==> config.mk <==
export PLATFORM = sky130hd
export DESIGN_NAME = sorted_set_linked_table_flat
export DESIGN_NICKNAME = d
export VERILOG_FILES = /design/src/hw/rtl/ssl_pkg.sv /design/src/hw/rtl/ssl_chan_if.sv /design/src/hw/rtl/ssl_cmp.sv /design/src/hw/rtl/ssl_store.sv /design/src/hw/rtl/sorted_set_linked_table.sv /design/src/flat_wrapper.sv
export SDC_FILE = /design/constraint.sdc
export NUM_CORES = 2
export LEC_CHECK = 0
export BUFFER_PORTS_ARGS = -buffer_cell sky130_fd_sc_hd__buf_2
export CAP_MARGIN = 20
export CORE_UTILIZATION = 55
export CTS_BUF_LIST = sky130_fd_sc_hd__clkbuf_8 sky130_fd_sc_hd__clkbuf_16
export DETAILED_ROUTE_END_ITERATION = 16
export PLACE_DENSITY = 0.71
export SETUP_SLACK_MARGIN = 0.15
export SLEW_MARGIN = 0
export SYNTH_ARGS = -nofsm -noshare
export SYNTH_HDL_FRONTEND = slang
export SYNTH_SLANG_ARGS = --single-unit
==> constraint.sdc <==
create_clock -name clock -period 6.7 [get_ports clock]
set_input_delay 0 -clock clock [delete_from_list [all_inputs] [get_ports clock]]
set_output_delay 0 -clock clock [all_outputs]
set_load 0.02 [all_outputs]
==> src/hw/rtl/ssl_pkg.sv <==
// Shared types and constants for the sorted set linked table.
// Used by the channel payloads, the compare unit, the store and the top level.
// No dependencies.
package ssl_pkg;

   localparam int DEFAULT_CAPACITY = 64;
   localparam int VALUE_WIDTH      = 32;
   localparam int MODE_WIDTH       = 2;
   localparam int STATUS_WIDTH     = 2;
   localparam int COUNT_WIDTH      = 7;

   // request operations
   localparam logic [MODE_WIDTH-1:0] MODE_ADD    = 2'd0;
   localparam logic [MODE_WIDTH-1:0] MODE_REMOVE = 2'd1;
   localparam logic [MODE_WIDTH-1:0] MODE_SEARCH = 2'd2;

   // response status codes
   localparam logic [STATUS_WIDTH-1:0] STATUS_OK   = 2'd0;
   localparam logic [STATUS_WIDTH-1:0] STATUS_MISS = 2'd1;
   localparam logic [STATUS_WIDTH-1:0] STATUS_FULL = 2'd2;

   typedef struct packed {
      logic [MODE_WIDTH-1:0]         mode;
      logic signed [VALUE_WIDTH-1:0] value;
   } req_payload_type;

   typedef struct packed {
      logic [STATUS_WIDTH-1:0] status;
      logic [COUNT_WIDTH-1:0]  count;
   } rsp_payload_type;

   // store port controls
   typedef struct packed {
      logic rd_en;
      logic val_we;
      logic link_we;
   } store_ctl_type;

   // compare unit result
   typedef struct packed {
      logic equal;
      logic precedes;
   } cmp_result_type;

endpackage

==> src/hw/rtl/ssl_chan_if.sv <==
// Valid/ready channel carrying one payload per transfer.
// Payload type is set per instance; no package dependency.
interface ssl_chan_if #(
   parameter type payload_type = logic
);
   logic        valid;
   logic        ready;
   payload_type payload;

   modport source (output valid, output payload, input ready);
   modport sink   (input valid, input payload, output ready);
endinterface

==> src/hw/rtl/ssl_cmp.sv <==
// Shared compare unit: equality and order test of a stored value against the key.
// Depends on ssl_pkg.
module ssl_cmp (
   input  logic signed [ssl_pkg::VALUE_WIDTH-1:0] stored,
   input  logic signed [ssl_pkg::VALUE_WIDTH-1:0] key,
   input  logic                                   descending,
   output ssl_pkg::cmp_result_type                result
);
   import ssl_pkg::*;

   always_comb begin
      result.equal    = (stored == key);
      // stored value may stay ahead of the key
      result.precedes = descending ? (stored >= key) : (stored <= key);
   end

endmodule

==> src/hw/rtl/ssl_store.sv <==
// Value store and link store, one write and one registered read port each.
// Depends on ssl_pkg.
module ssl_store #(
   parameter int CAPACITY = ssl_pkg::DEFAULT_CAPACITY,
   localparam int IW = $clog2(CAPACITY + 1),
   localparam int AW = $clog2(CAPACITY)
) (
   input  logic                                   clock,
   input  ssl_pkg::store_ctl_type                 ctl,
   input  logic [AW-1:0]                          rd_addr,
   input  logic [AW-1:0]                          wr_addr,
   input  logic signed [ssl_pkg::VALUE_WIDTH-1:0] val_wdata,
   input  logic [IW-1:0]                          link_wdata,
   output logic signed [ssl_pkg::VALUE_WIDTH-1:0] val_rdata,
   output logic [IW-1:0]                          link_rdata
);
   import ssl_pkg::*;

   logic signed [VALUE_WIDTH-1:0] value_mem_ff [CAPACITY];
   logic [IW-1:0]                 link_mem_ff  [CAPACITY];
   logic signed [VALUE_WIDTH-1:0] val_rd_ff;
   logic [IW-1:0]                 link_rd_ff;

   always_ff @(posedge clock) begin
      if (ctl.val_we) begin
         value_mem_ff[wr_addr] <= val_wdata;
      end
      if (ctl.rd_en) begin
         val_rd_ff <= value_mem_ff[rd_addr];
      end
   end

   always_ff @(posedge clock) begin
      if (ctl.link_we) begin
         link_mem_ff[wr_addr] <= link_wdata;
      end
      if (ctl.rd_en) begin
         link_rd_ff <= link_mem_ff[rd_addr];
      end
   end

   assign val_rdata  = val_rd_ff;
   assign link_rdata = link_rd_ff;

endmodule

==> src/hw/rtl/sorted_set_linked_table.sv <==
// Top level of the sorted set linked table: sequencer, list and free-list heads.
// Depends on ssl_pkg, ssl_chan_if, ssl_cmp and ssl_store.
//
//   channel   direction  handshake               payload
//   req_chan  in         valid/ready transfer    mode, value
//   rsp_chan  out        valid/ready transfer    status, count
//   csr_*     in         write enable, no stall  order_descending
//
// Walk: one list entry is visited per cycle, the link read of one entry
//   giving the address of the next.
// Reset: untouched slots are tracked by a fill mark, so there is
//   no clearing pass over the link store.
// Stalls: a new request is taken while the previous result still waits;
//   the sequencer holds in its final step until the result register is free.
module sorted_set_linked_table #(
   parameter int CAPACITY = ssl_pkg::DEFAULT_CAPACITY
) (
   input  logic          clock,
   input  logic          reset,
   input  logic          csr_wr_en,
   input  logic          csr_wr_data,
   ssl_chan_if.sink      req_chan,
   ssl_chan_if.source    rsp_chan
);
   import ssl_pkg::*;

   localparam int IW = $clog2(CAPACITY + 1);
   localparam int AW = $clog2(CAPACITY);
   // null index: one past the last slot
   localparam logic [IW-1:0] NIL = IW'(CAPACITY);

   // sequencer states
   localparam logic [2:0] S_IDLE = 3'd0;
   localparam logic [2:0] S_WALK = 3'd1;
   localparam logic [2:0] S_INS1 = 3'd2;
   localparam logic [2:0] S_INS2 = 3'd3;
   localparam logic [2:0] S_INS3 = 3'd4;
   localparam logic [2:0] S_REM1 = 3'd5;
   localparam logic [2:0] S_REM2 = 3'd6;
   localparam logic [2:0] S_DONE = 3'd7;

   logic [2:0]                    state_ff, state_in;
   logic [MODE_WIDTH-1:0]         mode_ff, mode_in;
   logic signed [VALUE_WIDTH-1:0] value_ff, value_in;
   logic [IW-1:0]                 cur_ff, cur_in;
   logic [IW-1:0]                 prev_ff, prev_in;
   logic [IW-1:0]                 next_ff, next_in;   // successor on remove, slot on add
   logic [IW-1:0]                 steps_ff, steps_in;
   logic [STATUS_WIDTH-1:0]       status_ff, status_in;
   logic [IW-1:0]                 list_head_ff, list_head_in;
   logic [IW-1:0]                 free_head_ff, free_head_in;
   logic [IW-1:0]                 held_ff, held_in;
   logic [IW-1:0]                 fill_ff, fill_in;   // slots at or above are untouched
   logic                          order_ff, order_in;
   logic                          rsp_valid_ff, rsp_valid_in;
   logic [STATUS_WIDTH-1:0]       rsp_status_ff, rsp_status_in;
   logic [COUNT_WIDTH-1:0]        rsp_count_ff, rsp_count_in;

   store_ctl_type                 st_ctl;
   logic [AW-1:0]                 st_rd_addr, st_wr_addr;
   logic signed [VALUE_WIDTH-1:0] st_val_wdata, st_val_rdata;
   logic [IW-1:0]                 st_link_wdata, st_link_rdata;
   cmp_result_type                cmp_res;

   logic                          req_take;
   logic [IW-1:0]                 link_next;
   logic                          bound_hit;
   logic                          keep_going;

   ssl_store #(
      .CAPACITY(CAPACITY)
   ) u_store (
      .clock      (clock),
      .ctl        (st_ctl),
      .rd_addr    (st_rd_addr),
      .wr_addr    (st_wr_addr),
      .val_wdata  (st_val_wdata),
      .link_wdata (st_link_wdata),
      .val_rdata  (st_val_rdata),
      .link_rdata (st_link_rdata)
   );

   // one comparator, reused for every entry of the walk
   ssl_cmp u_cmp (
      .stored     (st_val_rdata),
      .key        (value_ff),
      .descending (order_ff),
      .result     (cmp_res)
   );

   assign req_chan.ready = (state_ff == S_IDLE);
   assign req_take       = req_chan.valid && req_chan.ready;

   // out-of-range links read as null
   assign link_next = (st_link_rdata >= NIL) ? NIL : st_link_rdata;
   assign bound_hit = (steps_ff == NIL);

   // walk continues past the current entry
   always_comb begin
      if (mode_ff == MODE_ADD) begin
         keep_going = !cmp_res.equal && cmp_res.precedes && !bound_hit;
      end else begin
         keep_going = !cmp_res.equal && !bound_hit;
      end
   end

   always_comb begin
      state_in      = state_ff;
      mode_in       = mode_ff;
      value_in      = value_ff;
      cur_in        = cur_ff;
      prev_in       = prev_ff;
      next_in       = next_ff;
      steps_in      = steps_ff;
      status_in     = status_ff;
      list_head_in  = list_head_ff;
      free_head_in  = free_head_ff;
      held_in       = held_ff;
      fill_in       = fill_ff;
      order_in      = csr_wr_en ? csr_wr_data : order_ff;
      rsp_valid_in  = rsp_valid_ff && !rsp_chan.ready;
      rsp_status_in = rsp_status_ff;
      rsp_count_in  = rsp_count_ff;

      st_ctl        = '0;
      st_rd_addr    = cur_ff[AW-1:0];
      st_wr_addr    = cur_ff[AW-1:0];
      st_val_wdata  = value_ff;
      st_link_wdata = free_head_ff;

      unique case (state_ff)
         S_IDLE: begin
            if (req_take) begin
               mode_in  = req_chan.payload.mode;
               value_in = req_chan.payload.value;
               cur_in   = list_head_ff;
               prev_in  = NIL;
               steps_in = '0;
               if (req_chan.payload.mode != MODE_ADD &&
                   req_chan.payload.mode != MODE_REMOVE &&
                   req_chan.payload.mode != MODE_SEARCH) begin
                  // unused mode: answer a miss, touch nothing
                  status_in = STATUS_MISS;
                  state_in  = S_DONE;
               end else if (list_head_ff == NIL) begin
                  // empty list: only an add has work left
                  if (req_chan.payload.mode == MODE_ADD) begin
                     state_in = S_INS1;
                  end else begin
                     status_in = STATUS_MISS;
                     state_in  = S_DONE;
                  end
               end else begin
                  st_ctl.rd_en = 1'b1;
                  st_rd_addr   = list_head_ff[AW-1:0];
                  state_in     = S_WALK;
               end
            end
         end

         S_WALK: begin
            if (keep_going) begin
               // advance one entry; the link just read addresses the next
               prev_in  = cur_ff;
               cur_in   = link_next;
               steps_in = IW'(steps_ff + 1'b1);
               if (link_next == NIL) begin
                  if (mode_ff == MODE_ADD) begin
                     state_in = S_INS1;
                  end else begin
                     status_in = STATUS_MISS;
                     state_in  = S_DONE;
                  end
               end else begin
                  st_ctl.rd_en = 1'b1;
                  st_rd_addr   = link_next[AW-1:0];
               end
            end else begin
               unique case (mode_ff)
                  MODE_ADD: begin
                     if (cmp_res.equal) begin
                        status_in = STATUS_MISS;
                        state_in  = S_DONE;
                     end else begin
                        state_in = S_INS1;
                     end
                  end
                  MODE_REMOVE: begin
                     if (cmp_res.equal) begin
                        next_in  = link_next;
                        state_in = S_REM1;
                     end else begin
                        status_in = STATUS_MISS;
                        state_in  = S_DONE;
                     end
                  end
                  MODE_SEARCH: begin
                     status_in = (cmp_res.equal && !bound_hit) ? STATUS_OK : STATUS_MISS;
                     state_in  = S_DONE;
                  end
                  default: begin
                     status_in = STATUS_MISS;
                     state_in  = S_DONE;
                  end
               endcase
            end
         end

         S_INS1: begin
            if (free_head_ff == NIL) begin
               status_in = STATUS_FULL;
               state_in  = S_DONE;
            end else begin
               // fetch the link of the slot about to be taken
               st_ctl.rd_en = 1'b1;
               st_rd_addr   = free_head_ff[AW-1:0];
               state_in     = S_INS2;
            end
         end

         S_INS2: begin
            st_ctl.val_we  = 1'b1;
            st_ctl.link_we = 1'b1;
            st_wr_addr     = free_head_ff[AW-1:0];
            st_val_wdata   = value_ff;
            st_link_wdata  = cur_ff;
            next_in        = free_head_ff;
            if (free_head_ff >= fill_ff) begin
               // untouched slot: its free link is the following slot
               free_head_in = IW'(free_head_ff + 1'b1);
               fill_in      = IW'(free_head_ff + 1'b1);
            end else begin
               free_head_in = link_next;
            end
            state_in = S_INS3;
         end

         S_INS3: begin
            if (prev_ff == NIL) begin
               list_head_in = next_ff;
            end else begin
               st_ctl.link_we = 1'b1;
               st_wr_addr     = prev_ff[AW-1:0];
               st_link_wdata  = next_ff;
            end
            held_in   = IW'(held_ff + 1'b1);
            status_in = STATUS_OK;
            state_in  = S_DONE;
         end

         S_REM1: begin
            if (prev_ff == NIL) begin
               list_head_in = next_ff;
            end else begin
               st_ctl.link_we = 1'b1;
               st_wr_addr     = prev_ff[AW-1:0];
               st_link_wdata  = next_ff;
            end
            state_in = S_REM2;
         end

         S_REM2: begin
            // push the freed slot on the free list
            st_ctl.link_we = 1'b1;
            st_wr_addr     = cur_ff[AW-1:0];
            st_link_wdata  = free_head_ff;
            free_head_in   = cur_ff;
            if (held_ff != '0) begin
               held_in = IW'(held_ff - 1'b1);
            end
            status_in = STATUS_OK;
            state_in  = S_DONE;
         end

         S_DONE: begin
            // hold until the result register is free
            if (!rsp_valid_ff || rsp_chan.ready) begin
               rsp_valid_in  = 1'b1;
               rsp_status_in = status_ff;
               rsp_count_in  = COUNT_WIDTH'(held_ff);
               state_in      = S_IDLE;
            end
         end

         default: begin
            state_in = S_IDLE;
         end
      endcase
   end

   always_ff @(posedge clock) begin
      if (reset) begin
         state_ff     <= S_IDLE;
         list_head_ff <= NIL;
         free_head_ff <= '0;
         held_ff      <= '0;
         fill_ff      <= '0;
         order_ff     <= 1'b0;
         rsp_valid_ff <= 1'b0;
      end else begin
         state_ff     <= state_in;
         list_head_ff <= list_head_in;
         free_head_ff <= free_head_in;
         held_ff      <= held_in;
         fill_ff      <= fill_in;
         order_ff     <= order_in;
         rsp_valid_ff <= rsp_valid_in;
      end
   end

   // payload registers, no reset
   always_ff @(posedge clock) begin
      mode_ff       <= mode_in;
      value_ff      <= value_in;
      cur_ff        <= cur_in;
      prev_ff       <= prev_in;
      next_ff       <= next_in;
      steps_ff      <= steps_in;
      status_ff     <= status_in;
      rsp_status_ff <= rsp_status_in;
      rsp_count_ff  <= rsp_count_in;
   end

   assign rsp_chan.valid          = rsp_valid_ff;
   assign rsp_chan.payload.status = rsp_status_ff;
   assign rsp_chan.payload.count  = rsp_count_ff;

   // a taken request always starts work
   a_take_leaves_idle: assert property (@(posedge clock) disable iff (reset)
      req_take |=> state_ff != S_IDLE)
      else $error("request transfer did not start the sequencer");

   // the walk only ever sits on a real entry
   a_walk_on_entry: assert property (@(posedge clock) disable iff (reset)
      state_ff == S_WALK |-> cur_ff != NIL)
      else $error("walk step on a null index");

   // the count moves only at the commit step of an add or a remove
   a_count_commit: assert property (@(posedge clock) disable iff (reset)
      (state_ff != S_INS3 && state_ff != S_REM2) |=> $stable(held_ff))
      else $error("element count changed outside a commit step");

   // an empty free list means every slot is held
   a_free_empty_full: assert property (@(posedge clock) disable iff (reset)
      (free_head_ff == NIL && state_ff != S_INS3) |-> held_ff == NIL)
      else $error("free list empty while slots remain unused");

endmodule

==> src/flat_wrapper.sv <==
// flat-port wrapper written by rule: the top's interface ports become plain ports
module sorted_set_linked_table_flat import ssl_pkg::*;
#(
   parameter int CAPACITY = ssl_pkg::DEFAULT_CAPACITY
)
  (clock, reset, csr_wr_en, csr_wr_data, req_chan_valid, req_chan_payload, req_chan_ready, rsp_chan_valid, rsp_chan_payload, rsp_chan_ready);
  ssl_chan_if #(.payload_type(req_payload_type)) req_chan_i ();
  ssl_chan_if #(.payload_type(rsp_payload_type)) rsp_chan_i ();
  input  logic clock;
  input  logic reset;
  input  logic csr_wr_en;
  input  logic csr_wr_data;
  input wire logic [$bits(req_chan_i.valid)-1:0] req_chan_valid;
  input wire logic [$bits(req_chan_i.payload)-1:0] req_chan_payload;
  output wire logic [$bits(req_chan_i.ready)-1:0] req_chan_ready;
  output wire logic [$bits(rsp_chan_i.valid)-1:0] rsp_chan_valid;
  output wire logic [$bits(rsp_chan_i.payload)-1:0] rsp_chan_payload;
  input wire logic [$bits(rsp_chan_i.ready)-1:0] rsp_chan_ready;
  assign req_chan_i.valid = req_chan_valid;
  assign req_chan_i.payload = req_chan_payload;
  assign req_chan_ready = req_chan_i.ready;
  assign rsp_chan_valid = rsp_chan_i.valid;
  assign rsp_chan_payload = rsp_chan_i.payload;
  assign rsp_chan_i.ready = rsp_chan_ready;
  sorted_set_linked_table #(.CAPACITY(CAPACITY)) u_core (.clock(clock), .reset(reset), .csr_wr_en(csr_wr_en), .csr_wr_data(csr_wr_data), .req_chan(req_chan_i), .rsp_chan(rsp_chan_i));
endmodule
==> impl_metrics.yaml <==
synth:
  synth_fa_ha_area_share_pct: 0.595
  syn_avg_cell_area_um2: 13.8
  ys_async_sr_fraction_pct: 0
  yosysSeqAreaShare_pct: 74.5
  synth_cell_type_count: 88
  synth_seq_cells: 2641
  synth_compound_area_share_pct: 7.35
  synth_edf_count: 2608
  synth-simple-area-share_pct: 13.5
  ys_warn_count: 0
  synth.cell_area_um2: 106000
  syn_inst: 7654
  synthFlopType: "edfxtp_1"
  synthMuxAreaShare_pct: 1.24
  synth_top_family_by_area: "simple AND/OR/NAND/NOR gates"
  syn_nets: 7743
  synth_xor_area_share_pct: 0.157
clocking:
  cts.sinks: 2641
  root_buffer: "clkbuf_16"
  cts_buffers: 282
  h-tree-depth: 5
  clk_latency_ns: 0.95
  clk_pin_slew_ns: 0.07
  cts_tree: "yes"
  clockBufferDepth: 4
routing:
  routed-via-count: 72300
  firstDrtPassIters: 10
  wl_per_cell_um: 33.0
  drt-initial-drc-count: 13000
  routed_wirelength_um: 349000
  route.detailed.drc: 0
  drtAntennaViolNets: 0
  viasPerCell: 6.85
timing:
  tns_ns: 0
  setup_viol: 0
  timing.hold.ws_ns: 0.0336
  maxClockFrequency_mhz: 158
  period_needed_ns: 6.34
  tightest_slew_ns: 1.21
  skew_ns: 0.0720
  grt_setup_unrepaired: "false"
  period_share_pct: 94.6
  slew_violations: 0
  slew_headroom_pct: 19.1
  hold_violations: 0
worst_setup_path:
  end_kind: "flop"
  rrSetupSlack_ns: 0.36
  cp_max_fo: 67
  slowest_delay_ns: 0.79
  critPathLaunchType: "flop"
  worstSetupPathType: "reg2reg"
  crit_chain: "inv_1 > ha_1 > a21oi_2 > o21a_1 > o22ai_1 > buf_4 > o31ai_1 > mux2_4 > a32oi_4 > and2_4 > buf_12 > mux2i_1 > a211oi_1 > a31oi_1 > nand4_1 > or3_1"
  slowest_stage: "mux2i_1"
  required_ns: 7.36
  crit_arrival_ns: 7.00
power_and_ir_drop:
  peakVddDrop_v: 0.000540
  cellLeakagePower_nw: 41.2
  p_per_area_nw_per_um2: 523
grt:
  grt_util_all_layers_pct: 35.4
  grtUsageMet2_pct: 50.7
  antenna_found_initial: 9
  met1_usage_pct: 48.1
  grt_pass1_wl_um: 487000
  top_usage_layer: "met2"
  gr-usage-met3_pct: 10.9
  first_global_vias: 66800
  grt_max_degree: 168
  overflow: 0
final_layout:
  final_area_um2: 120000
  nets: 7955
  fin_cells: 10600
  drive_gt1_share_pct: 11.2
  syn2layout_area_growth_pct: 13.4
floorplan:
  die_h_um: 441
  die_w_um: 441
  rows: 160
  fp.coreArea_um2: 191000
  initial_core_util_pct: 55.5
  pin_count: 51
  dieArea_um2: 194000
placed_design:
  dp_cells: 10000
  placed_cell_area_um2: 111000
  routabilityCongestion: 0.959
  io_buffer_count: 50
  dp_hpwl_um: 196000
min_path:
  hold_class: "in2reg"
status:
  status: "finished, final reports clean"
flow_run:
  max_cap_violations: 0
## power breakdown
| part | switching, mW | total [mW] | internal [mW] |
|---|---|---|---|
| Clock | 6.27 | 14.7 | 8.39 |
| Combinational | 19.8 | 27.9 | 8.09 |
| Sequential | 0.442 | 20.3 | 19.9 |
| Total | 26.5 | 62.9 | 36.3 |
## worst max-delay path, delay by kind of cell, from the launching register on
| family | cells | cell delay (ns) |
|---|---|---|
| compound gates | 7 | 2.29 |
| fa+ha+maj | 1 | 0.44 |
| buf+inv | 3 | 0.70 |
| flops | 1 | 0.44 |
| mux | 2 | 1.15 |
| simple gates | 3 | 0.92 |
## stage by stage
| stage | util [%] | setup WS [ns] | power [mW] |
|---|---|---|---|
| 2_1_floorplan | - | 1.42 | 37.0 |
| 3_3_place_gp | 58.1 | 0.283 | 47.1 |
| 3_5_place_dp | 58.2 | 0.473 | 47.5 |
| 4_1_cts | 63.0 | 0.395 | 62.0 |
| 5_1_grt | 63.0 | 0.219 | 64.7 |
| 6_report | 63.0 | 0.360 | 62.9 |
## metal layers
layer / vias to the layer above / wire length [um]
li1: 29500 / -
met1: 35500 / 123000
met2: 6090 / 149000
met3: 1208 / 53000
met4: 2 / 23700
met5: - / 13
## cell usage in the layout, fill, tap and decap left out, types with 24 or more instances in the layout
cell type,synthesis,routed
a21oi_1,75,74
a22oi_1,78,78
mux4_2,29,29
clkinv_1,1,54
dlygate4sd3_1,0,76
or3_1,25,24
a211oi_1,359,359
clkinv_2,0,37
clkbuf_16,0,286
a311oi_1,91,91
buf_12,1,80
o21ai_0,52,52
and3_1,356,355
a32oi_1,31,31
nand3_1,661,661
nand2_1,1752,1752
edfxtp_1,2608,2608
nor2_4,1,70
ha_1,48,48
a31oi_1,288,288
mux2i_1,64,64
nand4_1,85,85
buf_2,184,51
dfxtp_1,33,33
inv_1,59,113
buf_4,35,252
nor2_1,198,123
## layout make-up
cell class	instances	area, um2
repair buffers	461	4550
multi-input cells	4419	24900
clock inverters	181	1280
well taps	2511	3140
diodes	5	12.5
fillers	13600	70600
inverters	61	229
flip-flops and latches	2641	79000
clock buffers	286	7160
## kinds of logic (layout without fill, tap and decap cells)
group           Yosys count  count (layout)
compound gates         1077            1077
xor+xnor                 19              19
fa+ha+maj                50              50
buf+inv                 594             989
flops                  2641            2641
mux                      94              94
other cells               0               5
simple gates           3179            3179
## flip-flops by register name, indices dropped and copies added (netlist names), 3 cells and up
signal and flops:
u_core.held_ff 7, u_core.fill_ff 7, u_core.rsp_count_ff 7, u_core.st_val_wdata 32, u_core.u_store.link_mem_ff 448, u_core.u_store.val_rdata 32
u_core.u_store.link_rdata 7, u_core.free_head_ff 7, u_core.u_store.value_mem_ff 2048, u_core.prev_ff 7, u_core.steps_ff 7, u_core.state_ff 3
u_core.next_ff 7, u_core.list_head_ff 7, u_core.cur_ff 7
## cells in the mapped netlist (all sizes together) (7+ instances only)
cell type  count  area (um2)
edfxtp      2608       78300
nand2       1755        6600
nand3        663        3330
a211oi       360        2720
and3         356        2230
a31oi        288        1800
buf          274        1600
clkbuf       259         972
nor2         199         754
a311oi        91         797
nand4         88         578
a22oi         78         586
a21oi         77         393
mux2i         64         641
inv           60         225
o21ai         56         288
ha            48         601
dfxtp         33         661
a32oi         32         299
mux4          29         653
or3           25         156
nor4          15         128
a222oi        14         140
nand2b        14        87.6
nor3          13        75.1
a2111oi       12         124
or4           12        90.1
nor2b         11        68.8
xor2          10        87.6
xnor2          9        78.8
a21o           8        60.1
o221ai         8         100
o311ai         8        70.1
a22o           7        61.3
or2            7        46.3
## what timing repair did
action | in CTS | in global routing
resized for setup | 0 | 1
setup endpoints to repair | 0 | 3
hold buffers | 76 | 0
setup buffers | 0 | 0
endpoints found under the hold margin | 85 | 0
## final timing paths
path                      startpoint                           end  cells past startpoint
max          u_core.st_val_wdata[11]  u_core.u_store.link_rdata[5]                     16
min reg2reg      u_core.status_ff[0]       u_core.rsp_status_ff[0]                      0
max reg2reg  u_core.st_val_wdata[11]  u_core.u_store.link_rdata[5]                     16
min             req_chan_payload[15]       u_core.st_val_wdata[15]                      2
Note: power is estimated with default switching activity, not from simulation.
